--- src/design/tlfq_pkg.sv ---
// Shared types and constants for the three-level feedback queue scheduler.
// Item structs, event and level codes, register indexes. No dependencies.
`timescale 1ns / 1ps
`default_nettype none

package tlfq_pkg;

  localparam int QueueDepthDefault = 16;
  localparam int IdWidthDefault    = 8;

  localparam int TaskIdWidth   = 8;
  localparam int DurationWidth = 7;
  localparam int SizeWidth     = 5;
  localparam int CfgIndexWidth = 1;

  localparam logic OpInsert = 1'b0;
  localparam logic OpServe  = 1'b1;

  localparam logic [1:0] LevelFirst  = 2'd0;
  localparam logic [1:0] LevelSecond = 2'd1;
  localparam logic [1:0] LevelThird  = 2'd2;
  localparam logic [1:0] LevelNone   = 2'd3;

  localparam logic CoinToFirst = 1'b0;

  localparam logic [2:0] EvInserted = 3'd0;
  localparam logic [2:0] EvFinished = 3'd1;
  localparam logic [2:0] EvMoved    = 3'd2;
  localparam logic [2:0] EvEmpty    = 3'd3;
  localparam logic [2:0] EvFull     = 3'd4;

  localparam logic [CfgIndexWidth-1:0] CfgQuantumFirst  = 1'd0;
  localparam logic [CfgIndexWidth-1:0] CfgQuantumSecond = 1'd1;

  localparam logic [DurationWidth-1:0] QuantumFirstReset  = 7'd8;
  localparam logic [DurationWidth-1:0] QuantumSecondReset = 7'd16;

  typedef struct packed {
    logic                     op;
    logic [1:0]               queue_select;
    logic                     route_coin;
    logic [TaskIdWidth-1:0]   task_id;
    logic [DurationWidth-1:0] duration;
  } req_item_t;

  typedef struct packed {
    logic [2:0]               event_res;
    logic [TaskIdWidth-1:0]   out_task_id;
    logic [DurationWidth-1:0] run_time;
    logic [DurationWidth-1:0] remaining;
    logic [1:0]               from_level;
    logic [1:0]               to_level;
    logic [SizeWidth-1:0]     size_first;
    logic [SizeWidth-1:0]     size_second;
    logic [SizeWidth-1:0]     size_third;
  } rsp_item_t;

endpackage

`default_nettype wire

--- src/design/tlfq_ram.sv ---
// Generic single-write, single-read synchronous RAM with registered read data.
// Used for each level store of the scheduler. No dependencies.
`timescale 1ns / 1ps
`default_nettype none

module tlfq_ram #(
  parameter int WIDTH = 15,
  parameter int DEPTH = 16
) (
  input  wire logic                     clk,
  input  wire logic                     wr_en,
  input  wire logic [$clog2(DEPTH)-1:0] wr_addr,
  input  wire logic [WIDTH-1:0]         wr_data,
  input  wire logic                     rd_en,
  input  wire logic [$clog2(DEPTH)-1:0] rd_addr,
  output      logic [WIDTH-1:0]         rd_data
);

  logic [WIDTH-1:0] mem [DEPTH];

  always_ff @(posedge clk) begin
    if (wr_en) begin
      mem[wr_addr] <= wr_data;
    end
    if (rd_en) begin
      rd_data <= mem[rd_addr];
    end
  end

endmodule

`default_nettype wire

--- src/design/three_level_feedback_queue_scheduler_core.sv ---
// Three-level feedback queue scheduler: three task FIFOs held in RAM.
// Depends on tlfq_pkg and tlfq_ram.
//
// An accepted item is held in a request register and executed in the next cycle
// once the result register is free. Inserts and serves of an empty or missing
// level are resolved in S_EXEC; a serve that pops a task also passes through
// S_READ for the registered read of the level store, after which the task is
// finished or written back into its target level if not full. One item is in
// work at a time; a new item is accepted while the previous result still waits
// in the output register. Queue pointers and fill counts live in registers, so
// no clearing pass is needed after reset. Configuration writes are taken at any
// time, with cfg_ready held high.
`timescale 1ns / 1ps
`default_nettype none

module three_level_feedback_queue_scheduler_core #(
  parameter int QUEUE_DEPTH = tlfq_pkg::QueueDepthDefault,
  parameter int ID_WIDTH    = tlfq_pkg::IdWidthDefault
) (
  input  wire logic                                 clk,
  input  wire logic                                 rst,
  input  wire logic                                 req_valid,
  output      logic                                 req_ready,
  input  wire tlfq_pkg::req_item_t                  req_item,
  output      logic                                 rsp_valid,
  input  wire logic                                 rsp_ready,
  output      tlfq_pkg::rsp_item_t                  rsp_item,
  input  wire logic                                 cfg_valid,
  output      logic                                 cfg_ready,
  input  wire logic [tlfq_pkg::CfgIndexWidth-1:0]   cfg_index,
  input  wire logic [tlfq_pkg::DurationWidth-1:0]   cfg_data
);

  localparam int DurW   = tlfq_pkg::DurationWidth;
  localparam int EntryW = ID_WIDTH + DurW;
  localparam int PtrW   = $clog2(QUEUE_DEPTH);
  localparam int CntW   = $clog2(QUEUE_DEPTH + 1);
  localparam logic [PtrW-1:0] PtrLast = PtrW'(QUEUE_DEPTH - 1);
  localparam logic [CntW-1:0] CntFull = CntW'(QUEUE_DEPTH);

  typedef enum logic [1:0] {
    S_IDLE,
    S_EXEC,
    S_READ
  } state_t;

  state_t              state, state_next;
  tlfq_pkg::req_item_t req;
  logic [DurW-1:0]     quantum_first, quantum_second;

  logic [PtrW-1:0] head [3];
  logic [PtrW-1:0] tail [3];
  logic [CntW-1:0] count [3];
  logic [PtrW-1:0] head_next [3];
  logic [PtrW-1:0] tail_next [3];
  logic [CntW-1:0] count_next [3];

  logic [2:0]        ram_wr_en, ram_rd_en;
  logic [PtrW-1:0]   ram_wr_addr, ram_rd_addr;
  logic [EntryW-1:0] ram_wr_data;
  logic [EntryW-1:0] ram_rd_data [3];

  tlfq_pkg::rsp_item_t rsp_next;
  logic                rsp_load;
  logic                slot_free;

  logic [EntryW-1:0] pop_entry;
  logic [DurW-1:0]   pop_dur;
  logic [ID_WIDTH-1:0] pop_id;
  logic [DurW-1:0]   quantum;
  logic [DurW-1:0]   left;
  logic [1:0]        to_lvl;

  for (genvar g = 0; g < 3; g++) begin : g_level
    tlfq_ram #(
      .WIDTH (EntryW),
      .DEPTH (QUEUE_DEPTH)
    ) u_store (
      .clk     (clk),
      .wr_en   (ram_wr_en[g]),
      .wr_addr (ram_wr_addr),
      .wr_data (ram_wr_data),
      .rd_en   (ram_rd_en[g]),
      .rd_addr (ram_rd_addr),
      .rd_data (ram_rd_data[g])
    );
  end

  assign req_ready = (state == S_IDLE);
  assign cfg_ready = 1'b1;
  assign slot_free = !rsp_valid || rsp_ready;

  always_comb begin
    case (req.queue_select)
      tlfq_pkg::LevelFirst:  pop_entry = ram_rd_data[0];
      tlfq_pkg::LevelSecond: pop_entry = ram_rd_data[1];
      default:               pop_entry = ram_rd_data[2];
    endcase
    pop_dur = pop_entry[DurW-1:0];
    pop_id  = pop_entry[EntryW-1:DurW];
    quantum = (req.queue_select == tlfq_pkg::LevelFirst) ? quantum_first : quantum_second;
    left    = pop_dur - quantum;
    if (req.queue_select == tlfq_pkg::LevelFirst) begin
      to_lvl = tlfq_pkg::LevelSecond;
    end else if (req.route_coin == tlfq_pkg::CoinToFirst) begin
      to_lvl = tlfq_pkg::LevelFirst;
    end else begin
      to_lvl = tlfq_pkg::LevelThird;
    end
  end

  always_comb begin
    state_next  = state;
    head_next   = head;
    tail_next   = tail;
    count_next  = count;
    ram_wr_en   = '0;
    ram_rd_en   = '0;
    ram_wr_addr = tail[0];
    ram_wr_data = {ID_WIDTH'(req.task_id), req.duration};
    ram_rd_addr = head[0];
    rsp_next    = rsp_item;
    rsp_load    = 1'b0;

    case (state)
      S_IDLE: begin
        if (req_valid) begin
          state_next = S_EXEC;
        end
      end
      S_EXEC: begin
        if (slot_free) begin
          rsp_next            = '0;
          rsp_next.from_level = req.queue_select;
          if (req.op == tlfq_pkg::OpInsert) begin
            rsp_next.from_level  = tlfq_pkg::LevelFirst;
            rsp_next.out_task_id = tlfq_pkg::TaskIdWidth'(ID_WIDTH'(req.task_id));
            rsp_next.remaining   = req.duration;
            if (count[0] == CntFull) begin
              rsp_next.event_res = tlfq_pkg::EvFull;
            end else begin
              rsp_next.event_res = tlfq_pkg::EvInserted;
              ram_wr_en[0]       = 1'b1;
              tail_next[0]       = (tail[0] == PtrLast) ? '0 : tail[0] + 1'b1;
              count_next[0]      = count[0] + 1'b1;
            end
            rsp_load   = 1'b1;
            state_next = S_IDLE;
          end else if (req.queue_select == tlfq_pkg::LevelNone ||
                       count[req.queue_select] == '0) begin
            rsp_next.event_res = tlfq_pkg::EvEmpty;
            rsp_load           = 1'b1;
            state_next         = S_IDLE;
          end else begin
            ram_rd_en[req.queue_select]  = 1'b1;
            ram_rd_addr                  = head[req.queue_select];
            head_next[req.queue_select]  = (head[req.queue_select] == PtrLast) ?
                                           '0 : head[req.queue_select] + 1'b1;
            count_next[req.queue_select] = count[req.queue_select] - 1'b1;
            state_next                   = S_READ;
          end
        end
      end
      S_READ: begin
        rsp_next             = '0;
        rsp_next.from_level  = req.queue_select;
        rsp_next.out_task_id = tlfq_pkg::TaskIdWidth'(pop_id);
        if (req.queue_select == tlfq_pkg::LevelThird || pop_dur <= quantum) begin
          rsp_next.event_res = tlfq_pkg::EvFinished;
          rsp_next.run_time  = pop_dur;
        end else begin
          rsp_next.run_time  = quantum;
          rsp_next.remaining = left;
          rsp_next.to_level  = to_lvl;
          if (count[to_lvl] == CntFull) begin
            rsp_next.event_res = tlfq_pkg::EvFull;
          end else begin
            rsp_next.event_res = tlfq_pkg::EvMoved;
            ram_wr_en[to_lvl]  = 1'b1;
            ram_wr_addr        = tail[to_lvl];
            ram_wr_data        = {pop_id, left};
            tail_next[to_lvl]  = (tail[to_lvl] == PtrLast) ? '0 : tail[to_lvl] + 1'b1;
            count_next[to_lvl] = count[to_lvl] + 1'b1;
          end
        end
        rsp_load   = 1'b1;
        state_next = S_IDLE;
      end
      default: begin
        state_next = S_IDLE;
      end
    endcase

    rsp_next.size_first  = tlfq_pkg::SizeWidth'(count_next[0]);
    rsp_next.size_second = tlfq_pkg::SizeWidth'(count_next[1]);
    rsp_next.size_third  = tlfq_pkg::SizeWidth'(count_next[2]);
  end

  always_ff @(posedge clk) begin
    if (rst) begin
      state          <= S_IDLE;
      rsp_valid      <= 1'b0;
      quantum_first  <= tlfq_pkg::QuantumFirstReset;
      quantum_second <= tlfq_pkg::QuantumSecondReset;
      for (int i = 0; i < 3; i++) begin
        head[i]  <= '0;
        tail[i]  <= '0;
        count[i] <= '0;
      end
    end else begin
      state <= state_next;
      head  <= head_next;
      tail  <= tail_next;
      count <= count_next;
      if (rsp_load) begin
        rsp_valid <= 1'b1;
      end else if (rsp_ready) begin
        rsp_valid <= 1'b0;
      end
      if (cfg_valid && cfg_index == tlfq_pkg::CfgQuantumFirst) begin
        quantum_first <= cfg_data;
      end
      if (cfg_valid && cfg_index == tlfq_pkg::CfgQuantumSecond) begin
        quantum_second <= cfg_data;
      end
    end
    if (req_valid && req_ready) begin
      req <= req_item;
    end
    if (rsp_load) begin
      rsp_item <= rsp_next;
    end
  end

endmodule

`default_nettype wire

--- config.mk ---
export PLATFORM = sky130hd
export DESIGN_NAME = three_level_feedback_queue_scheduler_core
export DESIGN_NICKNAME = d
export VERILOG_FILES = /design/src/design/tlfq_pkg.sv /design/src/design/tlfq_ram.sv /design/src/design/three_level_feedback_queue_scheduler_core.sv
export SDC_FILE = /design/constraint.sdc
export NUM_CORES = 1
export LEC_CHECK = 0
export BUFFER_PORTS_ARGS = -buffer_cell sky130_fd_sc_hd__clkbuf_2
export CELL_PAD_IN_SITES_DETAIL_PLACEMENT = 1
export CELL_PAD_IN_SITES_GLOBAL_PLACEMENT = 1
export CORE_ASPECT_RATIO = 1.4
export CORE_MARGIN = 2
export CORE_UTILIZATION = 45
export CTS_BUF_LIST = sky130_fd_sc_hd__clkbuf_16
export DETAILED_ROUTE_END_ITERATION = 7
export PLACE_DENSITY = 0.74
export SLEW_MARGIN = 20
export SYNTH_ARGS = -nofsm -noshare
export SYNTH_HDL_FRONTEND = slang
export SYNTH_HIERARCHICAL = 1
export SYNTH_SLANG_ARGS = --single-unit
--- constraint.sdc ---
create_clock -name clk -period 8 [get_ports clk]
set_input_delay 0.4 -clock clk [delete_from_list [all_inputs] [get_ports clk]]
set_output_delay 0.4 -clock clk [all_outputs]
set_load 0.02 [all_outputs]
# After elaboration in Yosys (flattened, before gate mapping)
# Memory sizes are Yosys's and may differ from the RTL's. A register that Yosys moved wholly into a read port is not among the register bits.
# Index checks and enable logic that the tools add are counted.
# word_totals
mem_count,3
word_cells,188
out_inout_bits,47
mem_bits_rw,720
register_bits,119
inputBits,32
# classes
n_bitwise,6
reduce_logical,21
n_mux,99
magnitude_cmp,9
n_eq_ne,16
n_addsub,7
# memory_table
name,depth,width,read_ports,rd_ports_with_merged_regs,wr,line_no,text
g_level[0].u_store.mem,16,15,1,1,1,tlfq_ram.sv:19,logic [WIDTH-1:0] mem [DEPTH];
g_level[1].u_store.mem,16,15,1,1,1,tlfq_ram.sv:19,
g_level[2].u_store.mem,16,15,1,1,1,tlfq_ram.sv:19,
# op_table
op,count
15-bit two-way mux,7
44-bit one-hot mux with 2 select lines,1
4-bit two-way mux,19
15-bit one-hot mux with 2 select lines,2
44-bit two-way mux,1
5-bit two-way mux,8
15-bit bitwise mux,2
3-bit two-way mux,10
12-bit bitwise mux,2
12-bit two-way mux,2
7-bit two-way mux,3
5-bit binary-select mux with 2-bit select,2
5-bit demux with 2-bit select,2
2-bit two-way mux,9
4-bit binary-select mux with 2-bit select,2
4-bit demux with 2-bit select,2
1-bit two-way mux,16
4-bit by 1-bit adder with 4-bit output (second input constant),3
4-bit equality test (second input constant),3
2-bit != test (second input constant),6
5-bit by 1-bit adder with 5-bit output (second input constant),2
5-bit equality test (second input constant),2
10-bit two-way mux,1
9-bit two-way mux,1
26 further kinds,50

# Depth between registers and ports, before layout
# Gate-level depths: netlist of run 1.
# depth
depth_word,12
depth_mapped,19
ltp_nobuf,13

# Cells and area by module
# The synthesis of run 1 kept the hierarchy.
# modules_own_cells
module,area_per_inst_um2,n_inst,cells_per_inst,seq_area_each_um2
tlfq_ram,9596.7,3,406,7657.3
three_level_feedback_queue_scheduler_core,7174.4,1,759,3012.9

# Worst setup path after synthesis of run 1
# No wires, ideal clock.
# synth_path
path_type,register to register
start,register req[17] (netlist bit)
end,"memory g_level[0].u_store.mem[0][0], enable pin"
setup_slack_ns,2.366
path_stages_with_launch,18
path_buffers,7
period_less_slack_ns,5.634
required_ns,7.594
t_arrival_ns,5.228
setup_ns,0.406
path_cell_list,edfxtp_1 > buf_2 > buf_2 > clkbuf_1 > clkbuf_1 > clkbuf_1 > o21ai_0 > ha_1 > inv_1 > a221o_1 > a31oi_1 > o31a_2 > and4_1 > buf_2 > buf_6 > o21ai_0 > or3b_2 > nor3_1
# synth_between
word_cells_on_any_way,29
# synth_rtl
item,line_no,text
start: declaration,three_level_feedback_queue_scheduler_core.sv:48,tlfq_pkg::req_item_t req;
start signal: assignment,three_level_feedback_queue_scheduler_core.sv:228,req <= req_item;
2-bit zero test,"three_level_feedback_queue_scheduler_core.sv:94, three_level_feedback_queue_scheduler_core.sv:101, three_level_feedback_queue_scheduler_core.sv:103",
2-bit two-way mux,three_level_feedback_queue_scheduler_core.sv:103,if (req.queue_select == tlfq_pkg::LevelFirst) begin
2-bit NOT with 3-bit output (not written as such),"three_level_feedback_queue_scheduler_core.sv:175, three_level_feedback_queue_scheduler_core.sv:180",
5-bit binary-select mux with 2-bit select,three_level_feedback_queue_scheduler_core.sv:175,if (count[to_lvl] == CntFull) begin
5-bit two-way mux (not written as such) (2 in series),three_level_feedback_queue_scheduler_core.sv:175,
5-bit equality test,three_level_feedback_queue_scheduler_core.sv:175,
4-bit two-way mux,three_level_feedback_queue_scheduler_core.sv:175,
4-bit two-way mux (*),three_level_feedback_queue_scheduler_core.sv:168,if (req.queue_select == tlfq_pkg::LevelThird || pop_dur <= quantum) begin
4-bit two-way mux (*),three_level_feedback_queue_scheduler_core.sv:125,case (state)
net ram_wr_addr[2],three_level_feedback_queue_scheduler_core.sv:59,"logic [PtrW-1:0] ram_wr_addr, ram_rd_addr;"
end: declaration,tlfq_ram.sv:19,
# The timed path passes the listed nets; every way through them passes the cells marked *. The select of a mux whose other input is x is not followed.

# Final worst setup path of run 1
# layout_path
start,register req[16] (netlist bit)
end,register g_level[1].u_store.rd_data[1] (read register of g_level[1].u_store.mem) (data pin)
# layout_between
elab_chain_cells,10
word_cells_on_any_way,23
# layout_lines
item,line_no,text
2-bit NOT with 3-bit output (not written as such),"three_level_feedback_queue_scheduler_core.sv:150, three_level_feedback_queue_scheduler_core.sv:156",
5-bit binary-select mux with 2-bit select,three_level_feedback_queue_scheduler_core.sv:150,count[req.queue_select] == '0) begin
5-bit two-way mux (not written as such) (2 in series),three_level_feedback_queue_scheduler_core.sv:150,
5-bit zero test,three_level_feedback_queue_scheduler_core.sv:150,
1-bit logical OR,three_level_feedback_queue_scheduler_core.sv:149,end else if (req.queue_select == tlfq_pkg::LevelNone ||
4-bit two-way mux (*),three_level_feedback_queue_scheduler_core.sv:149,
4-bit two-way mux (*),three_level_feedback_queue_scheduler_core.sv:135,if (req.op == tlfq_pkg::OpInsert) begin
4-bit two-way mux (*),three_level_feedback_queue_scheduler_core.sv:132,if (slot_free) begin
4-bit two-way mux (*),three_level_feedback_queue_scheduler_core.sv:125,
net ram_rd_addr[0],three_level_feedback_queue_scheduler_core.sv:59,
end: declaration,tlfq_ram.sv:16,output logic [WIDTH-1:0] rd_data
# Marked as above.
# A chain may end at the register's enable or synchronous reset.

==> results of run 1 <==
-- metal layers --
layer  global-route usage  share of wire
met1                0.287           0.39
met2                0.395           0.51
met3               0.0334          0.056
met4                0.105          0.047
met5                    0        0.00014
-- state kept, by name, summed over array words and instances, names as in the netlist --
signal	flops
quantum_second	7
rsp_item	44
count	15
tail	12
req	19
g_level.u_store/mem	720
quantum_first	7
rsp_valid	1
state	2
g_level.u_store/rd_data	45
head	12
-- power by group --
part           switching (W)  internal (W)
sequential         0.0000192       0.00507
clock                0.00170       0.00219
combinational       0.000253     0.0000872
total                0.00197       0.00735
-- worst register-to-register path: cells and delay by family, from the launching register on --
family,cells,cell delay [ns]
fa+ha+maj,1,0.31
compound gates,3,0.85
mux,2,1.41
flops,1,0.79
simple gates,4,1.89
buf+inv,1,0.58
-- cell families (layout without fill, tap and decap cells) --
family | count (synthesis) | count (layout) | synth area share
fa+ha+maj | 17 | 17 | 0.00591
xor+xnor | 14 | 14 | 0.00341
simple gates | 368 | 368 | 0.0483
buf+inv | 132 | 355 | 0.0184
mux | 273 | 273 | 0.145
other cells | 1 | 1 | 0.000104
flops | 884 | 884 | 0.723
compound gates | 288 | 288 | 0.0566
-- final cells by class --
cell class,count,area (sq um)
Multi-Input combinational cell,961,9460
Tap cell,1054,1320
Fill cell,7282,38300
Clock inverter,59,587
Clock buffer,82,2050
Sequential cell,884,26000
Timing Repair Buffer,189,1300
Inverter,25,93.8
-- Yosys cell counts (all sizes together), types with 11 or more instances --
| library cell | count | area share |
|---|---|---|
| a21oi | 51 | 0.0071 |
| a22oi | 93 | 0.019 |
| a31oi | 17 | 0.0030 |
| and2 | 12 | 0.0021 |
| buf | 43 | 0.0091 |
| clkbuf | 64 | 0.0067 |
| dfxtp | 56 | 0.031 |
| edfxtp | 828 | 0.69 |
| ha | 17 | 0.0059 |
| inv | 24 | 0.0025 |
| mux2 | 27 | 0.0086 |
| mux2i | 66 | 0.018 |
| mux4 | 180 | 0.12 |
| nand2 | 122 | 0.013 |
| nand2b | 14 | 0.0024 |
| nand3 | 29 | 0.0040 |
| nor2 | 98 | 0.010 |
| nor2b | 13 | 0.0023 |
| nor3 | 27 | 0.0038 |
| o21ai | 39 | 0.0055 |
| xnor2 | 11 | 0.0027 |
-- how the worst max path moves through the flow --
| stage | end | slack (ns) | cells past startpoint |
|---|---|---|---|
| floorplan | g_level[0].u_store/mem[0][0] | 2.37 | 17 |
| global placement | g_level[0].u_store/rd_data[14] | 2.09 | 11 |
| detailed placement | g_level[1].u_store/rd_data[1] | 1.95 | 11 |
| CTS | g_level[1].u_store/rd_data[1] | 1.93 | 11 |
| global route | g_level[1].u_store/rd_data[1] | 1.63 | 11 |
| finish | g_level[1].u_store/rd_data[1] | 1.87 | 11 |
-- metrics by stage --
step	cells	hold slack [ns]	setup WS (ns)	util	cell area, sq um
2_1_floorplan	1977	0.433	2.37	-	36000
3_3_place_gp	3094	0.451	2.09	0.480	37900
3_5_place_dp	3094	0.466	1.95	0.480	38000
4_1_cts	3254	0.000283	1.93	0.516	40800
5_1_grt	3254	0.0488	1.63	0.516	40800
6_report	3254	0.0274	1.87	0.516	40800
-- repair_timing --
action,in CTS,in global routing
hold buffers,19,0
setup buffers,0,0
resized for setup,0,0
hold endpoints to repair,19,0
==> metrics.md, run 1 <==
| Metric | Value |
|---|---|
| Status | finished, final reports clean |
| Remaining Overflow, GRT | 0 |
| Maximum vdd drop | ~0.15 mV |
| Worst Hold End | quantum_first[4] |
| Cell area after synthesis | approximately 36000 sq um |
| Seq cells post-synth | between 800 and 900 |
| Initial antenna violation count | 2 |
| Synth unique cells | between 70 and 80 |
| Vias in the first global route | roughly 21000 |
| Final Power | between 0.009 and 0.01 W |
| Clock Pin Slew Worst Setup and Hold Paths | roughly 0.070 ns |
| Worst hold path cell count | 3 |
| Largest net degree at the start of global routing | ~110 |
| Setup_tns | 0 ns |
| Reg2reg start | req[16] |
| Reg2Reg Setup Slack | 1.87 ns |
| First-pass GRT wire length | roughly 140000 um |
| Hold Startpoint | cfg_data[4] |
| ANT nets after route | 0 |
| Nets | ~2200 |
| Boundary Pins | between 70 and 80 |
| WP data arrival | roughly 6.5 ns |
| Worst R2R End | g_level[1].u_store/rd_data[1] |
| Dpl hpwl | roughly 60000 um |
| Clk buf depth | 3 |
| Crit. Startpoint | req[16] |
| Commonest non-fill, non-tap cell in the layout | edfxtp_1 |
| Final Setup Violations | 0 |
| Cells after Synth | just under 2000 |
| Drt first pass iters | 7 |
| Asr flop ratio synth | 0 |
| Crit start category | flop |
| Crit-path max FO | 82 |
| Primary FF master, synth | edfxtp_1 |
| HP Class | in -> reg |
| Worst path bufs/invs | 1 |
| Overall die width | about 240 um |
| Via count | about 20000 |
| Synth Net Count | roughly 2000 |
| Final Max Tran Viols | 0 |
| Setup crit end kind | flop |
| Die Ht | 339 um |
| Register area share after synthesis | 0.723 |
| Pwr dens | approximately 230 nW/um^2 |
| Fmax | roughly 160 MHz |
| CP peak stage delay | around 0.99 ns |
| Post-layout min period | 6.13 ns |
| Final Cycle Share | 0.766 |
| Commonest cells after routing, fill and taps aside | 828 x edfxtp_1, 132 x mux4_2, 121 x nand2_1 |
| Vias/cell | about 6.0 |
| Root buf cell | clkbuf_16 |
| H-tree lvl count | 3 |
| Max-slew headroom | 0.232 |
| Port Buffers | between 70 and 80 |
| Fraction of layout cells with a size suffix above 1 | 0.212 |
| GR Util All Layers | 0.229 |
| Critical-path cell list | nor2b_1, a2bb2oi_1, ha_1, o211a_1, nand3_1, and3_1, mux2_8, buf_4, mux4_2, a22oi_1, nand2_1 |
| Clock Skew | 0.0357 ns |
| Hold Violations, Final | 0 |
| Routed wire length | 93900 um |
| WL/cell | just under 30 um |
| Clk sinks | a little under 900 |
| Slowest-stage cell, CP | nor2b_1 |
| Die area | between 80000 and 90000 sq um |
| First-iteration detailed-routing DRC count | 2000 |
| Leakage power | between 10 and 15 nW |
| Number of synthesized flops with an enable pin | just over 800 |
| Synth-to-layout area growth | 13.4% |
| Worst slew pin tran | 1.15 ns |
| Syn_area_per_cell | about 18 sq um |
| Placer congestion estimate | 0.968 |
| DRC errors left | 0 |
| Setup CP Type | reg -> reg |
| CTS tree | built |
| Total CTS buffers | 79 |
| Critical path data required time | between 8 and 9 ns |
| Clock latency on the worst-skew pair | roughly 0.66 ns |
| Reg2reg path depth | 11 |
| YS warnings | 6 |
| Effective utilization at floorplan | 0.455 |
| CP delay by family, top | simple AND/OR/NAND/NOR gates |
| Total core area | just under 80000 sq um |
| Unrepaired setup endpoints after global routing | false |
| Number of antenna cells inserted | 0 |
| Max cap viols | 0 |
| Row cnt | 122 |
Note: power is estimated with default switching activity, not from simulation.
==> run 2: changes to the inputs <==
Clock period 8 ns to 5.9 ns, I/O delays scaled along.
==> metrics.md, run 2 (synthesis gave the netlist of run 1 again) <==
| Metric | Value |
|---|---|
| Effective utilization at floorplan | 0.455 |
| Synth-to-layout area growth | 14.0% |
| First-pass GRT wire length | 143000 um |
| Commonest non-fill, non-tap cell in the layout | edfxtp_1 |
| Cell mode on critical path | buf_4 |
| Largest register by flop count | g_level.u_store/mem |
| Util after Layout | 0.518 |
| WL/cell | 29.3 um |
| WP data arrival | around 5.5 ns |
| Top Registers | g_level.u_store/mem: 720 flops, g_level.u_store/rd_data: 45 flops, rsp_item: 44 flops |
| Worst path bufs/invs | 2 |
| Slowest-stage cell, CP | mux4_1 |
| Routed wire length | about 96000 um |
| Critical-path cell list | buf_4, nor2b_1, a2bb2oi_1, ha_1, o211a_1, nand3_1, and3_1, mux2_8, buf_4, mux4_1, a22oi_1, nand2_1 |
| Initial antenna violation count | 0 |
| Boundary Pins | between 70 and 80 |
| Clk sinks | 884 |
| Max reg flops | 720 |
| Seq pwr share | 0.550 |
| CTS tree | built |
| Final Setup Violations | 0 |
| Drt first pass iters | 5 |
| Maximum vdd drop | ~0.2 mV |
| Via count | between 15000 and 20000 |
| DRC errors left | 0 |
| GR Util All Layers | 0.236 |
| Unrepaired setup endpoints after global routing | false |
| Final Max Tran Viols | 0 |
| Switching component of the power | between 0.002 and 0.003 W |
| Pwr dens | 306 nW/um^2 |
| First-iteration detailed-routing DRC count | 1776 |
| Hold Violations, Final | 0 |
| Internal | just under 0.01 W |
| Setup_tns | 0 ns |
| Root buf cell | clkbuf_16 |
| Setup crit end kind | flop |
| Max-slew headroom | 0.249 |
| Post_cts resized | 0 |
| HP Class | in -> reg |
| Nets | roughly 2200 |
| ANT nets after route | 0 |
| Row cnt | between 100 and 150 |
| Post-CTS Setup Bufs | 0 |
| H-tree lvl count | 3 |
| Leakage power | around 13 nW |
| CP delay by family, top | multiplexers |
| Crit-path max FO | about 60 |
| Number of antenna cells inserted | 0 |
| Post-layout min period | 5.14 ns |
| Vias/cell | 6.01 |
| Max cap viols | 0 |
| Crit start category | flop |
| Dpl hpwl | 62400 um |
| Overall die width | approximately 240 um |
| Die area | between 80000 and 90000 sq um |
| Final Cycle Share | 0.871 |
| Die Ht | 339 um |
| Setup CP Type | reg -> reg |
| Port Buffers | 77 |
| Status | finished, final reports clean |
| Remaining Overflow, GRT | 0 |
| Clock latency on the worst-skew pair | 0.66 ns |
| Fraction of layout cells with a size suffix above 1 | 0.215 |
| Clock Skew | 0.0342 ns |
| Commonest cells after routing, fill and taps aside | 828 x edfxtp_1, 132 x mux4_2, 121 x nand2_1 |
| Total CTS buffers | just under 80 |
| CP peak stage delay | between 0.6 and 0.7 ns |
| Comb power frac | 0.039 |
| Clock power frac | 0.412 |
| Vias in the first global route | between 20000 and 25000 |
| Clk buf depth | 3 |
| Largest net degree at the start of global routing | between 60 and 70 |
| Switch share | 0.215 |
| Fill cells | a little over 7000 |
| Critical path data required time | 6.29 ns |
| Clock Pin Slew Worst Setup and Hold Paths | 0.07 ns |
| Fmax | roughly 200 MHz |
| Worst slew pin tran | around 1.1 ns |
| Total core area | 79100 sq um |
| Placer congestion estimate | around 0.9 |
| Cts hold-fix bufs | 32 |
[run 2: cell types whose count changed in the layout (fill, tap and decap cells not counted), sizes merged]
cell | previous run | this run
dlygate4sd3 | 19 | 32
buf | 93 | 104
clkinv | 30 | 39
inv | 38 | 41
bufinv | 10 | 8
clkbuf | 159 | 157
clkinvlp | 6 | 4
[run 2: worst register-to-register path, delay by kind of cell (launching register included)]
| family | cells | cell delay [ns] |
|---|---|---|
| multiplexers | 2 | 1.25 |
| AND/OR/NAND/NOR | 4 | 1.12 |
| AO/OA/AOI/OAI | 3 | 0.98 |
| buffers and inverters | 2 | 0.88 |
| flip-flops | 1 | 0.38 |
| adder cells (fa/ha/maj) | 1 | 0.26 |
[run 2: worst paths after layout]
path                     startpoint                            end  slack, ns  cells past startpoint
setup / recovery            req[17]  g_level[2].u_store/rd_data[0]       0.76                     12
hold / removal            rsp_ready                      rsp_valid       0.21                      3
setup reg to reg            req[17]  g_level[2].u_store/rd_data[0]       0.76                     12
hold reg to reg   quantum_second[1]              quantum_second[1]       0.46                      2
[run 2: final cells by class]
class / count / area (sq um) / area share
Timing Repair Buffer: 213 / 1550 / 0.0378
Tap cell: 1054 / 1320 / 0.0322
Clock buffer: 80 / 2000 / 0.0488
Clock inverter: 67 / 583 / 0.0142
Multi-Input combinational cell: 961 / 9460 / 0.231
Sequential cell: 884 / 26000 / 0.634
Inverter: 25 / 93.8 / 0.00229
[run 2: power groups by stage]
stage	registers, W	logic [W]	clock network [W]
2_1_floorplan	0.00703	0.000250	0
3_3_place_gp	0.00703	0.000446	0
3_5_place_dp	0.00703	0.000466	0
4_1_cts	0.00690	0.000485	0.00527
5_1_grt	0.00690	0.000518	0.00548
6_report	0.00690	0.000488	0.00517
[run 2: routing by layer]
| layer | up-vias | part of all wire | global-route usage |
|---|---|---|---|
| met5 | - | 0 | 0 |
| met4 | 0 | 0.045 | 0.102 |
| met3 | 198 | 0.050 | 0.0311 |
| met2 | 695 | 0.52 | 0.416 |
| met1 | 10422 | 0.39 | 0.292 |
| li1 | 8432 | - | - |
[run 2: stage by stage]
step / instance area, sq um / hold slack (ns) / worst slack (ns) / power (W) / std cells
floorplan: 36000 / 0.394 / 0.266 / 0.00728 / 1977
global placement: 38100 / 0.446 / 0.925 / 0.00748 / 3105
detailed placement: 38100 / 0.452 / 0.780 / 0.00750 / 3105
CTS: 41000 / 0.156 / 0.771 / 0.0127 / 3284
global route: 41000 / 0.213 / 0.424 / 0.0129 / 3284
finish: 41000 / 0.215 / 0.759 / 0.0126 / 3284
